### src/sv/lsw_pkg.sv
package lsw_pkg;

  typedef logic [2:0] func_t;

  localparam func_t FN_TICK      = 3'd0;
  localparam func_t FN_LAP       = 3'd1;
  localparam func_t FN_STOP      = 3'd2;
  localparam func_t FN_CLR_CUR   = 3'd3;
  localparam func_t FN_CLR_LAPS  = 3'd4;
  localparam func_t FN_CLR_BOTH  = 3'd5;
  localparam func_t FN_READ      = 3'd6;

  localparam logic [15:0] WARN_RESET = 16'd5000;

  // reciprocal constants for the time split, exact over the value ranges used
  localparam logic [28:0] DIV1000_M  = 29'd274877907;
  localparam int          DIV1000_SH = 38;
  localparam logic [22:0] DIV60_M    = 23'd4473925;
  localparam int          DIV60_SH   = 28;
  localparam logic [11:0] DIV24_M    = 12'd2731;
  localparam int          DIV24_SH   = 16;

  localparam logic [31:0] MS_PER_SEC    = 32'd1000;
  localparam logic [22:0] SEC_PER_MIN   = 23'd60;
  localparam logic [16:0] MIN_PER_HOUR  = 17'd60;
  localparam logic [10:0] HOURS_PER_DAY = 11'd24;

  typedef struct packed {
    logic        run;
    logic        warn;
    logic [31:0] lap_value;
    logic [4:0]  next_slot;
    logic        saved;
  } lsw_stat_t;

endpackage

### src/sv/lsw_in_if.sv
interface lsw_in_if;
  import lsw_pkg::*;

  logic        valid;
  logic        ready;
  func_t       func;
  logic [31:0] now_ms;
  logic [4:0]  lap_slot;

  modport source (output valid, func, now_ms, lap_slot, input ready);
  modport sink (input valid, func, now_ms, lap_slot, output ready);
endinterface

### src/sv/lsw_out_if.sv
interface lsw_out_if;
  logic        valid;
  logic        ready;
  logic [31:0] elapsed_ms;
  logic [4:0]  hours;
  logic [5:0]  minutes;
  logic [5:0]  seconds;
  logic [9:0]  millis_part;
  logic        is_running;
  logic        warning;
  logic [31:0] lap_value;
  logic [4:0]  next_slot;
  logic        lap_saved;

  modport source (
    output valid, elapsed_ms, hours, minutes, seconds, millis_part,
           is_running, warning, lap_value, next_slot, lap_saved,
    input  ready
  );
  modport sink (
    input  valid, elapsed_ms, hours, minutes, seconds, millis_part,
           is_running, warning, lap_value, next_slot, lap_saved,
    output ready
  );
endinterface

### src/sv/lsw_split.sv
module lsw_split (
  input  logic               clk,
  input  logic               rst_n,
  input  logic               in_valid,
  output logic               in_ready,
  input  logic [31:0]        in_elapsed,
  input  lsw_pkg::lsw_stat_t in_stat,
  lsw_out_if.source          out_ch
);
  import lsw_pkg::*;

  logic en1, en2, en3, en4;
  logic v1_r, v2_r, v3_r, v4_r;

  // stage 1: seconds
  logic [31:0] e1_r, e2_r, e3_r, e4_r;
  logic [22:0] secs1_r, secs2_r;
  lsw_stat_t   st1_r, st2_r, st3_r, st4_r;
  logic [60:0] p1;

  // stage 2: millis and minutes
  logic [9:0]  ms2_r, ms3_r, ms4_r;
  logic [16:0] mins2_r, mins3_r;
  logic [44:0] p2;

  // stage 3: seconds part and hours
  logic [5:0]  sec3_r, sec4_r;
  logic [10:0] hrs3_r;
  logic [39:0] p3;

  // stage 4: minutes part and hours mod 24
  logic [5:0]  min4_r;
  logic [4:0]  hr4_r;
  logic [22:0] p4;
  logic [5:0]  q24;

  assign en4      = !v4_r || out_ch.ready;
  assign en3      = !v3_r || en4;
  assign en2      = !v2_r || en3;
  assign en1      = !v1_r || en2;
  assign in_ready = en1;

  assign p1  = 61'(in_elapsed) * 61'(DIV1000_M);
  assign p2  = 45'(secs1_r) * 45'(DIV60_M);
  assign p3  = 40'(mins2_r) * 40'(DIV60_M);
  assign p4  = 23'(hrs3_r) * 23'(DIV24_M);
  assign q24 = p4[DIV24_SH+5:DIV24_SH];

  always_ff @(posedge clk) begin
    if (!rst_n) begin
      v1_r <= 1'b0;
      v2_r <= 1'b0;
      v3_r <= 1'b0;
      v4_r <= 1'b0;
    end else begin
      if (en1) v1_r <= in_valid;
      if (en2) v2_r <= v1_r;
      if (en3) v3_r <= v2_r;
      if (en4) v4_r <= v3_r;
    end
  end

  always_ff @(posedge clk) begin
    if (en1) begin
      e1_r    <= in_elapsed;
      secs1_r <= p1[DIV1000_SH+22:DIV1000_SH];
      st1_r   <= in_stat;
    end
    if (en2) begin
      e2_r    <= e1_r;
      secs2_r <= secs1_r;
      ms2_r   <= 10'(e1_r - 32'(secs1_r) * MS_PER_SEC);
      mins2_r <= p2[DIV60_SH+16:DIV60_SH];
      st2_r   <= st1_r;
    end
    if (en3) begin
      e3_r    <= e2_r;
      ms3_r   <= ms2_r;
      mins3_r <= mins2_r;
      sec3_r  <= 6'(secs2_r - 23'(mins2_r) * SEC_PER_MIN);
      hrs3_r  <= p3[DIV60_SH+10:DIV60_SH];
      st3_r   <= st2_r;
    end
    if (en4) begin
      e4_r   <= e3_r;
      ms4_r  <= ms3_r;
      sec4_r <= sec3_r;
      min4_r <= 6'(mins3_r - 17'(hrs3_r) * MIN_PER_HOUR);
      hr4_r  <= 5'(hrs3_r - 11'(q24) * HOURS_PER_DAY);
      st4_r  <= st3_r;
    end
  end

  assign out_ch.valid       = v4_r;
  assign out_ch.elapsed_ms  = e4_r;
  assign out_ch.hours       = hr4_r;
  assign out_ch.minutes     = min4_r;
  assign out_ch.seconds     = sec4_r;
  assign out_ch.millis_part = ms4_r;
  assign out_ch.is_running  = st4_r.run;
  assign out_ch.warning     = st4_r.warn;
  assign out_ch.lap_value   = st4_r.lap_value;
  assign out_ch.next_slot   = st4_r.next_slot;
  assign out_ch.lap_saved   = st4_r.saved;

  // a stalled result word holds until taken
  a_out_hold: assert property (@(posedge clk) disable iff (!rst_n)
    (v4_r && !out_ch.ready) |=> (v4_r && $stable(e4_r) && $stable(st4_r)))
    else $error("result word changed while stalled");

  // a word taken from stage 3 always lands in the output stage
  a_s3_move: assert property (@(posedge clk) disable iff (!rst_n)
    (v3_r && en4) |=> v4_r)
    else $error("word lost between stage 3 and output");

  // minutes part stays below an hour
  a_min_range: assert property (@(posedge clk) disable iff (!rst_n)
    v4_r |-> (min4_r < 6'd60))
    else $error("minutes part out of range");

endmodule

### src/sv/lap_stopwatch_top.sv
// channel   dir   handshake        word
// in_ch     in    valid / ready    func, now_ms, lap_slot
// out_ch    out   valid / ready    elapsed_ms, time split, status, lap data
// cfg       in    cfg_we           cfg_wdata = warn_duration_ms
//
// one word accepted per cycle while the pipe is not full, one result word per input word
// pipeline: input stage with lap ring read, state update stage,
//   then four stages of the time split (one reciprocal multiply each)
// rst_n synchronous: stopped, times zero, lap ring valid bits all cleared
// a stall at out_ch fills the pipe stage by stage; in_ch stays ready
//   while any stage is free
module lap_stopwatch_top #(
  parameter int LAP_SLOTS = 30
) (
  input  logic        clk,
  input  logic        rst_n,
  lsw_in_if.sink      in_ch,
  lsw_out_if.source   out_ch,
  input  logic        cfg_we,
  input  logic [15:0] cfg_wdata
);
  import lsw_pkg::*;

  localparam int AW = (LAP_SLOTS > 1) ? $clog2(LAP_SLOTS) : 1;
  localparam int XW = (AW > 5) ? AW : 5;
  localparam logic [AW:0] SLOTS_W = (AW + 1)'(LAP_SLOTS);
  localparam logic [XW:0] SLOTS_X = (XW + 1)'(LAP_SLOTS);

  // configuration
  logic [15:0] warn_dur_r;

  // architectural state
  logic          run_r, run_nxt;
  logic [31:0]   start_r, start_nxt;
  logic [31:0]   off_r, off_nxt;
  logic [AW-1:0] wslot_r, wslot_nxt;
  logic          warn_act_r, warn_act_nxt;
  logic [31:0]   warn_start_r, warn_start_nxt;
  logic [LAP_SLOTS-1:0] lap_vld_r;

  // lap ring storage, valid bits above say which entries hold a lap
  logic [31:0] lap_mem [LAP_SLOTS];

  // input stage
  logic          a_v_r;
  func_t         a_func_r;
  logic [31:0]   a_now_r;
  logic [XW-1:0] a_slot_r;
  logic [31:0]   a_rd_r;
  logic          a_fwd_r;
  logic [31:0]   a_fwd_data_r;

  // update stage output register
  logic        b_v_r;
  logic [31:0] b_elapsed_r;
  lsw_stat_t   b_stat_r;

  logic split_ready;
  logic b_en, a_en, a_go, in_go;

  logic [XW-1:0] in_slot_x;
  logic [AW-1:0] in_addr, a_addr;
  logic          in_inrange, a_inrange;

  // update logic
  logic          warn_live;
  logic          lap_wr, clr_laps, wrap;
  logic [31:0]   lap_time, lap_val, elapsed;
  logic [AW:0]   ws_inc;

  // ---- handshake chain ----
  assign b_en        = !b_v_r || split_ready;
  assign a_en        = !a_v_r || b_en;
  assign a_go        = a_v_r && b_en;
  assign in_ch.ready = a_en;
  assign in_go       = in_ch.valid && a_en;

  // ---- lap ring read address ----
  assign in_slot_x  = XW'(in_ch.lap_slot);
  assign in_addr    = in_slot_x[AW-1:0];
  assign in_inrange = {1'b0, in_slot_x} < SLOTS_X;
  assign a_addr     = a_slot_r[AW-1:0];
  assign a_inrange  = {1'b0, a_slot_r} < SLOTS_X;

  // ---- state update for the word in the input stage ----
  assign lap_time = a_now_r + off_r - start_r;
  assign ws_inc   = {1'b0, wslot_r} + (AW + 1)'(1);

  always_comb begin
    // warning expires before the command acts
    warn_live      = warn_act_r && !((a_now_r - warn_start_r) > {16'd0, warn_dur_r});
    run_nxt        = run_r;
    start_nxt      = start_r;
    off_nxt        = off_r;
    wslot_nxt      = wslot_r;
    warn_act_nxt   = warn_live;
    warn_start_nxt = warn_start_r;
    lap_wr         = 1'b0;
    clr_laps       = 1'b0;
    wrap           = 1'b0;
    lap_val        = 32'd0;

    case (a_func_r)
      FN_LAP: begin
        if (!run_r) begin
          // start: offset is kept, no lap stored
          run_nxt   = 1'b1;
          start_nxt = a_now_r;
        end else begin
          lap_wr  = 1'b1;
          lap_val = lap_time;
          if (ws_inc == SLOTS_W) begin
            // ring wrapped: raise the warning, also for a zero timestamp
            wrap           = 1'b1;
            wslot_nxt      = '0;
            warn_act_nxt   = 1'b1;
            warn_start_nxt = a_now_r;
          end else begin
            wslot_nxt = ws_inc[AW-1:0];
          end
        end
      end
      FN_STOP: begin
        if (run_r) begin
          run_nxt = 1'b0;
          off_nxt = off_r + (a_now_r - start_r);
        end
      end
      FN_CLR_CUR: begin
        if (!run_r) begin
          start_nxt = 32'd0;
          off_nxt   = 32'd0;
        end
      end
      FN_CLR_LAPS: begin
        if (!run_r) begin
          clr_laps  = 1'b1;
          wslot_nxt = '0;
        end
      end
      FN_CLR_BOTH: begin
        if (!run_r) begin
          start_nxt = 32'd0;
          off_nxt   = 32'd0;
          clr_laps  = 1'b1;
          wslot_nxt = '0;
        end
      end
      FN_READ: begin
        // never-written or cleared entries read as empty; a write by the
        // word just ahead landed after the ring read, so take it forwarded
        if (a_inrange && lap_vld_r[a_addr]) begin
          lap_val = a_fwd_r ? a_fwd_data_r : a_rd_r;
        end
      end
      default: begin
        // tick and the unused code only refresh the readout
      end
    endcase

    elapsed = run_nxt ? (a_now_r + off_nxt - start_nxt) : off_nxt;
  end

  // ---- registers ----
  always_ff @(posedge clk) begin
    if (!rst_n) begin
      warn_dur_r <= WARN_RESET;
    end else if (cfg_we) begin
      warn_dur_r <= cfg_wdata;
    end
  end

  always_ff @(posedge clk) begin
    if (!rst_n) begin
      run_r        <= 1'b0;
      start_r      <= 32'd0;
      off_r        <= 32'd0;
      wslot_r      <= '0;
      warn_act_r   <= 1'b0;
      warn_start_r <= 32'd0;
      lap_vld_r    <= '0;
      a_v_r        <= 1'b0;
      b_v_r        <= 1'b0;
    end else begin
      if (a_en) a_v_r <= in_ch.valid;
      if (b_en) b_v_r <= a_v_r;
      if (a_go) begin
        run_r        <= run_nxt;
        start_r      <= start_nxt;
        off_r        <= off_nxt;
        wslot_r      <= wslot_nxt;
        warn_act_r   <= warn_act_nxt;
        warn_start_r <= warn_start_nxt;
        if (clr_laps) begin
          lap_vld_r <= '0;
        end else if (lap_wr) begin
          lap_vld_r[wslot_r] <= 1'b1;
        end
      end
    end
  end

  // lap ring write and registered read
  always_ff @(posedge clk) begin
    if (a_go && lap_wr) begin
      lap_mem[wslot_r] <= lap_time;
    end
    if (in_go && in_inrange) begin
      a_rd_r <= lap_mem[in_addr];
    end
  end

  // input stage payload
  always_ff @(posedge clk) begin
    if (a_en) begin
      a_func_r     <= in_ch.func;
      a_now_r      <= in_ch.now_ms;
      a_slot_r     <= in_slot_x;
      a_fwd_r      <= a_go && lap_wr && (wslot_r == in_addr);
      a_fwd_data_r <= lap_time;
    end
  end

  // update stage payload
  always_ff @(posedge clk) begin
    if (b_en) begin
      b_elapsed_r         <= elapsed;
      b_stat_r.run        <= run_nxt;
      b_stat_r.warn       <= warn_act_nxt;
      b_stat_r.lap_value  <= lap_val;
      b_stat_r.next_slot  <= 5'(wslot_nxt);
      b_stat_r.saved      <= lap_wr;
    end
  end

  // ---- time split pipeline and result register ----
  lsw_split u_split (
    .clk        (clk),
    .rst_n      (rst_n),
    .in_valid   (b_v_r),
    .in_ready   (split_ready),
    .in_elapsed (b_elapsed_r),
    .in_stat    (b_stat_r),
    .out_ch     (out_ch)
  );

  // ---- assertions ----
  a_slot_range: assert property (@(posedge clk) disable iff (!rst_n)
    ({1'b0, wslot_r} < SLOTS_W))
    else $error("write slot beyond ring");

  a_wrap_warn: assert property (@(posedge clk) disable iff (!rst_n)
    (a_go && wrap) |=> (warn_act_r && (wslot_r == '0)))
    else $error("ring wrap did not raise warning");

  a_stopped_elapsed: assert property (@(posedge clk) disable iff (!rst_n)
    (a_go && !run_nxt) |=> (b_elapsed_r == off_r))
    else $error("stopped readout differs from offset");

  a_empty_ready: assert property (@(posedge clk) disable iff (!rst_n)
    !a_v_r |-> in_ch.ready)
    else $error("input refused with empty input stage");

  a_saved_running: assert property (@(posedge clk) disable iff (!rst_n)
    (a_go && lap_wr) |=> (run_r && b_stat_r.saved))
    else $error("lap stored while stopped");

endmodule

### src/flat_wrapper.sv
// flat-port wrapper written by rule: the top's interface ports become plain ports
module lap_stopwatch_top_flat import lsw_pkg::*;
#(
  parameter int LAP_SLOTS = 30
)
  (clk, rst_n, cfg_we, cfg_wdata, in_ch_valid, in_ch_func, in_ch_now_ms, in_ch_lap_slot, in_ch_ready, out_ch_valid, out_ch_elapsed_ms, out_ch_hours, out_ch_minutes, out_ch_seconds, out_ch_millis_part, out_ch_is_running, out_ch_warning, out_ch_lap_value, out_ch_next_slot, out_ch_lap_saved, out_ch_ready);
  lsw_in_if in_ch_i ();
  lsw_out_if out_ch_i ();
  input  logic clk;
  input  logic rst_n;
  input  logic cfg_we;
  input  logic [15:0] cfg_wdata;
  input wire logic [$bits(in_ch_i.valid)-1:0] in_ch_valid;
  input wire logic [$bits(in_ch_i.func)-1:0] in_ch_func;
  input wire logic [$bits(in_ch_i.now_ms)-1:0] in_ch_now_ms;
  input wire logic [$bits(in_ch_i.lap_slot)-1:0] in_ch_lap_slot;
  output wire logic [$bits(in_ch_i.ready)-1:0] in_ch_ready;
  output wire logic [$bits(out_ch_i.valid)-1:0] out_ch_valid;
  output wire logic [$bits(out_ch_i.elapsed_ms)-1:0] out_ch_elapsed_ms;
  output wire logic [$bits(out_ch_i.hours)-1:0] out_ch_hours;
  output wire logic [$bits(out_ch_i.minutes)-1:0] out_ch_minutes;
  output wire logic [$bits(out_ch_i.seconds)-1:0] out_ch_seconds;
  output wire logic [$bits(out_ch_i.millis_part)-1:0] out_ch_millis_part;
  output wire logic [$bits(out_ch_i.is_running)-1:0] out_ch_is_running;
  output wire logic [$bits(out_ch_i.warning)-1:0] out_ch_warning;
  output wire logic [$bits(out_ch_i.lap_value)-1:0] out_ch_lap_value;
  output wire logic [$bits(out_ch_i.next_slot)-1:0] out_ch_next_slot;
  output wire logic [$bits(out_ch_i.lap_saved)-1:0] out_ch_lap_saved;
  input wire logic [$bits(out_ch_i.ready)-1:0] out_ch_ready;
  assign in_ch_i.valid = in_ch_valid;
  assign in_ch_i.func = in_ch_func;
  assign in_ch_i.now_ms = in_ch_now_ms;
  assign in_ch_i.lap_slot = in_ch_lap_slot;
  assign in_ch_ready = in_ch_i.ready;
  assign out_ch_valid = out_ch_i.valid;
  assign out_ch_elapsed_ms = out_ch_i.elapsed_ms;
  assign out_ch_hours = out_ch_i.hours;
  assign out_ch_minutes = out_ch_i.minutes;
  assign out_ch_seconds = out_ch_i.seconds;
  assign out_ch_millis_part = out_ch_i.millis_part;
  assign out_ch_is_running = out_ch_i.is_running;
  assign out_ch_warning = out_ch_i.warning;
  assign out_ch_lap_value = out_ch_i.lap_value;
  assign out_ch_next_slot = out_ch_i.next_slot;
  assign out_ch_lap_saved = out_ch_i.lap_saved;
  assign out_ch_i.ready = out_ch_ready;
  lap_stopwatch_top #(.LAP_SLOTS(LAP_SLOTS)) u_core (.clk(clk), .rst_n(rst_n), .in_ch(in_ch_i), .out_ch(out_ch_i), .cfg_we(cfg_we), .cfg_wdata(cfg_wdata));
endmodule
### config.mk
export PLATFORM = sky130hd
export DESIGN_NAME = lap_stopwatch_top_flat
export DESIGN_NICKNAME = d
export VERILOG_FILES = /design/src/sv/lsw_pkg.sv /design/src/sv/lsw_in_if.sv /design/src/sv/lsw_out_if.sv /design/src/sv/lsw_split.sv /design/src/sv/lap_stopwatch_top.sv /design/src/flat_wrapper.sv
export SDC_FILE = /design/constraint.sdc
export NUM_CORES = 2
export LEC_CHECK = 0
export ABC_AREA = 1
export BUFFER_PORTS_ARGS = -buffer_cell sky130_fd_sc_hd__buf_4
export CAP_MARGIN = 20
export CORE_ASPECT_RATIO = 0.75
export CORE_MARGIN = 3
export CORE_UTILIZATION = 58
export CTS_CLUSTER_SIZE = 30
export DETAILED_ROUTE_END_ITERATION = 8
export GPL_TIMING_DRIVEN = 0
export PLACE_DENSITY_LB_ADDON = 0.1
export SETUP_SLACK_MARGIN = 0.02
export SYNTH_ARGS = -nofsm -noshare
export SYNTH_HDL_FRONTEND = slang
export SYNTH_SLANG_ARGS = --single-unit
### constraint.sdc
create_clock -name clk -period 9.2 [get_ports clk]
set_input_delay 1.38 -clock clk [delete_from_list [all_inputs] [get_ports clk]]
set_output_delay 1.38 -clock clk [all_outputs]
set_load 0.01 [all_outputs]
==> summary.md <==
The flow ran to the end, and the final reports show no timing, DRC or antenna violations. The worst setup path is captured at a register. 162 I/O pins were placed. Quantity of I/O buffers inserted on ports: 161. The simple-gate area share of the yosys netlist came out at 0.08877.

Setup violations remaining at the end of the flow were counted as 0. Dividing the detail-routed wire length by the instance count gives 25.48 µm. The final route contains 70,420 vias.

At the end of the flow, the number of nets in the layout was 10,860. The fmax was 133.0 MHz. Data arrives at the worst endpoint at 8.07 ns. The required time reported for the critical path endpoint came out at 9.75 ns.

Setup repair after global routing left no endpoint under its margin. The cell count after synthesis came out at 8,957. After clock tree synthesis, the setup repair step added 0 buffers. The number of global-route vias before repair came out at 68,870. The max-slew violation count is 0. The parity-gate share of the synthesized area counting xor and xnor cells was 0.01309; the count of endpoints failing hold in the final timing report was 0. The final weighted congestion in routability-driven placement is 0.9902, and the remaining antenna violation count after routing is 0. The first detailed-routing pass ran for 8 iterations. The clock latency on the worst-skew pair was 0.86 ns; the die outline width was 479.7 µm. Final period utilization: 0.8174. For the total CTS buffers, the log shows 163.

The cell sitting at the root of the clock tree is a sky130_fd_sc_hd__clkbuf_16. Portion of synthesized cell area occupied by the leading cell type: 0.4713. The headroom to the max-slew limit was 0.1875; the post-place setup slack was 1.826 ns.

The layout cell share with drive strength beyond 1 works out to 0.07931. The library cell occupying the most area in the post-synthesis netlist is sky130_fd_sc_hd__edfxtp_1. The slowest cell on the critical path was sky130_fd_sc_hd__edfxtp_1. After clock tree synthesis, the flow added hold-fix buffers numbering 0.

The CTS H-tree depth was 4. Launching element type of the critical path: a register. For the worst-case clock skew, the log shows 0.06323 ns. The cell family contributing the most delay on the critical path is adder cells. The remaining design rule violation count is 0. The delay of the slowest critical-path stage came out at 0.93 ns.

The area share of fa/ha/maj cells after synthesis came out at 0.2159. Counting flops and latches in the post-synthesis netlist gives 1,687. For the post-route core utilization, the log shows 0.6583. The tools report the count of routing violations after the opening detailed-route iteration as 8,661. The signal on the critical path passes through ha_1 > fa_1 > fa_1 > inv_1 > fa_1 > inv_1 > fa_1 > inv_1 > fa_1 > inv_1 > fa_1 > inv_1 > fa_1 > inv_1 > ha_1 > a21oi_1 > o21ai_0 > a21oi_1 > a21boi_0 > nand3_1 > a21oi_1 > o21ai_1 > xor2_1. Summed over all nets, the half-perimeter wirelength after detailed placement is 232,400 µm. The post-synthesis sequential area ratio is 0.5031.

The tree built by TritonCTS fans out to 1,687 sinks. By area, the combinational part of the netlist is dominated by adder cells. The mapped netlist covers 97,610 µm².

The floorplan step defined a die boundary enclosing 173,300 µm². Counting stages on the worst path, the most repeated cell is sky130_fd_sc_hd__fa_1. The worst min-delay path category was reg2reg. TritonCTS built the clock tree.

The class of the most critical setup path is reg2reg. The floorplan die height works out to 361.3 µm. Subtracting the final worst setup slack from the clock period gives 7.520 ns. The fraction of registers with async set or reset after synthesis was 0. The first global-routing pass estimated 444,100 µm of wire. The setup slack of the critical path after layout came out at 1.680 ns.

For this run the aggregate overflow at the end of global routing stands at 0. The number of flops mapped to enable cells by yosys was 1,532; the number of buffer and inverter instances along the worst setup path was 6. Post-CTS repair changed the size of 0 cells. Yosys mapped the design onto 63 distinct sky130hd cell types. Effective utilization at floorplan: 0.5877. The number of nets in the synthesized netlist is 10,400. The tools report the number of antenna violations at the first check in global routing as 6. For the maximum count of clock buffers along a single path, the log shows 3. In this run the mean area of a mapped cell was 10.90 µm². Sorting the synthesized cells by area gives the leading types as sky130_fd_sc_hd__edfxtp_1 47%, sky130_fd_sc_hd__ha_1 11%, sky130_fd_sc_hd__fa_1 10%, sky130_fd_sc_hd__inv_1 5.4%, sky130_fd_sc_hd__o21ai_0 4.4%. At the pin with the least slew margin, the transition time is 1.219 ns. The combined global-route utilization of all metal layers was 0.3464. Of all nets on the critical path, the largest fanout is 11. The average via count per standard cell works out to 5.978. Counting instances in the post-synthesis netlist gives the leading cell types as 1,532 x sky130_fd_sc_hd__edfxtp_1, 1,416 x sky130_fd_sc_hd__inv_1, 910 x sky130_fd_sc_hd__nand2_1.

The maximum number of pins on one net before global-route repair is 74, and the area overhead of the layout relative to synthesis is 12.01%. For this run, the leading register cell type out of synthesis is sky130_fd_sc_hd__edfxtp_1. The number of maximum-capacitance violations is 0.

Most used standard cell by instance count after synthesis: sky130_fd_sc_hd__edfxtp_1. The clock transition time at the flip-flop clock pins of the worst setup and hold paths is 0.07 ns, and the core box area is 166,100 µm². The multiplexer share of the synthesized area is 0.002359.

After floorplanning, the core was divided into 129 placement rows. The compound-gate portion of the synthesized area is 0.1085, and the total routed wirelength is 300,200 µm. The count of yosys warnings during synthesis was 0.
==> path summary, 6_finish.rpt <==
path	start	to	slack, ns	cells after the start
setup / recovery	u_core.b_elapsed_r[22]$_DFFE_PP_	u_core.u_split.secs1_r[12]$_DFFE_PP_	1.68	23
hold / removal	u_core.b_stat_r[13]$_DFFE_PP_	u_core.u_split.st1_r[13]$_DFFE_PP_	0.41	0
setup reg to reg	u_core.b_elapsed_r[22]$_DFFE_PP_	u_core.u_split.secs1_r[12]$_DFFE_PP_	1.68	23
hold reg to reg	u_core.b_stat_r[13]$_DFFE_PP_	u_core.u_split.st1_r[13]$_DFFE_PP_	0.41	0
==> worst register-to-register path, delay by kind of cell (launching register included) <==
| kind | cells | cell delay, ns |
|---|---|---|
| buffers and inverters | 6 | 0.36 |
| adder cells (fa/ha/maj) | 9 | 4.27 |
| AO/OA/AOI/OAI | 6 | 1.36 |
| AND/OR/NAND/NOR | 1 | 0.21 |
| XOR/XNOR | 1 | 0.16 |
| flip-flops | 1 | 0.93 |
==> stage by stage <==
| step | hold slack, ns | TNS [ns] | instances | area [µm²] |
|---|---|---|---|---|
| floorplan | 0.4003 | -76.62 | 8957 | 97610 |
| global placement | 0.4003 | -5402.49 | 11350 | 101600 |
| detailed placement | 0.4045 | 0 | 11480 | 104000 |
| CTS | 0.3997 | 0 | 11770 | 109300 |
| global route | 0.4141 | 0 | 11770 | 109300 |
| finish | 0.4058 | 0 | 11780 | 109300 |
==> metal layers <==
layer	up-vias	global-route usage	routed length (µm)
met2	3675	0.4973	126000
met5	-	0	0
met1	34610	0.5189	129000
met3	531	0.08807	34900
met4	0	0.1073	10270
li1	31600	-	-
==> cells by family after synthesis <==
family / count (synthesis)
muxes: 23
xor gates and xnor gates: 145
buffers and inverters: 1730
and+or+nand+nor: 2128
AOI/OAI and AO/OA: 1863
DFF: 1687
adders and majority gates: 1381
==> layout make-up <==
| type | instances | area (µm²) |
|---|---|---|
| repair buffers | 295 | 3131 |
| well taps | 2227 | 2786 |
| fillers | 12910 | 56760 |
| inverters | 1435 | 5409 |
| clock buffers | 208 | 4278 |
| diodes | 7 | 17.52 |
| flip-flops and latches | 1687 | 49110 |
| clock inverters | 85 | 1028 |
| plain buffers | 295 | 1267 |
| multi-input cells | 5540 | 42300 |
==> state kept, by name, indices dropped and copies added (netlist names), 11 cells and up <==
name,flops
u_core.warn_dur_r,16
u_core.start_r,32
u_core.u_split.e2_r,32
u_core.lap_mem,960
u_core.a_rd_r,32
u_core.off_r,32
u_core.b_elapsed_r,32
u_core.u_split.mins2_r,17
u_core.u_split.out_ch.lap_value,32
u_core.u_split.secs1_r,23
u_core.a_fwd_data_r,32
u_core.u_split.hrs3_r,11
u_core.u_split.st2_r,40
u_core.u_split.st1_r,40
u_core.b_stat_r,40
u_core.warn_start_r,32
u_core.a_now_r,32
u_core.u_split.e1_r,32
u_core.u_split.out_ch.elapsed_ms,32
u_core.u_split.st3_r,40
u_core.lap_vld_r,30
u_core.u_split.e3_r,32
==> placed cells by master (no fill, tap or decap), types with 14 or more instances in the layout <==
| cell type | count |
|---|---|
| sky130_fd_sc_hd__buf_12 | 18 |
| sky130_fd_sc_hd__buf_1 | 17 |
| sky130_fd_sc_hd__a21oi_1 | 461 |
| sky130_fd_sc_hd__a21o_1 | 17 |
| sky130_fd_sc_hd__nand2_2 | 24 |
| sky130_fd_sc_hd__edfxtp_1 | 1532 |
| sky130_fd_sc_hd__o21ai_0 | 854 |
| sky130_fd_sc_hd__xor2_1 | 87 |
| sky130_fd_sc_hd__o21a_1 | 16 |
| sky130_fd_sc_hd__buf_6 | 88 |
| sky130_fd_sc_hd__inv_1 | 1412 |
| sky130_fd_sc_hd__fa_1 | 505 |
| sky130_fd_sc_hd__clkinv_1 | 18 |
| sky130_fd_sc_hd__o211ai_1 | 84 |
| sky130_fd_sc_hd__a31oi_1 | 31 |
| sky130_fd_sc_hd__buf_16 | 15 |
| sky130_fd_sc_hd__clkbuf_1 | 248 |
| sky130_fd_sc_hd__xor2_4 | 14 |
| sky130_fd_sc_hd__nor2_1 | 854 |
| sky130_fd_sc_hd__buf_2 | 53 |
| sky130_fd_sc_hd__o21ai_1 | 51 |
| sky130_fd_sc_hd__buf_4 | 178 |
| sky130_fd_sc_hd__nand3_1 | 182 |
| sky130_fd_sc_hd__dfxtp_1 | 155 |
| sky130_fd_sc_hd__nor3_2 | 33 |
| sky130_fd_sc_hd__clkinv_2 | 28 |
| sky130_fd_sc_hd__o221ai_1 | 94 |
| sky130_fd_sc_hd__ha_1 | 875 |
| sky130_fd_sc_hd__nand4_1 | 42 |
| sky130_fd_sc_hd__mux2i_1 | 23 |
| sky130_fd_sc_hd__o21bai_1 | 28 |
| sky130_fd_sc_hd__nand2_1 | 902 |
| sky130_fd_sc_hd__o22ai_1 | 141 |
| sky130_fd_sc_hd__nor3_1 | 31 |
| sky130_fd_sc_hd__clkbuf_16 | 163 |
| sky130_fd_sc_hd__nor4_1 | 17 |
| sky130_fd_sc_hd__xnor2_1 | 40 |
Power is not shown: default switching activity piles up to over one toggle a cycle in this logic, so the estimate is an artifact.
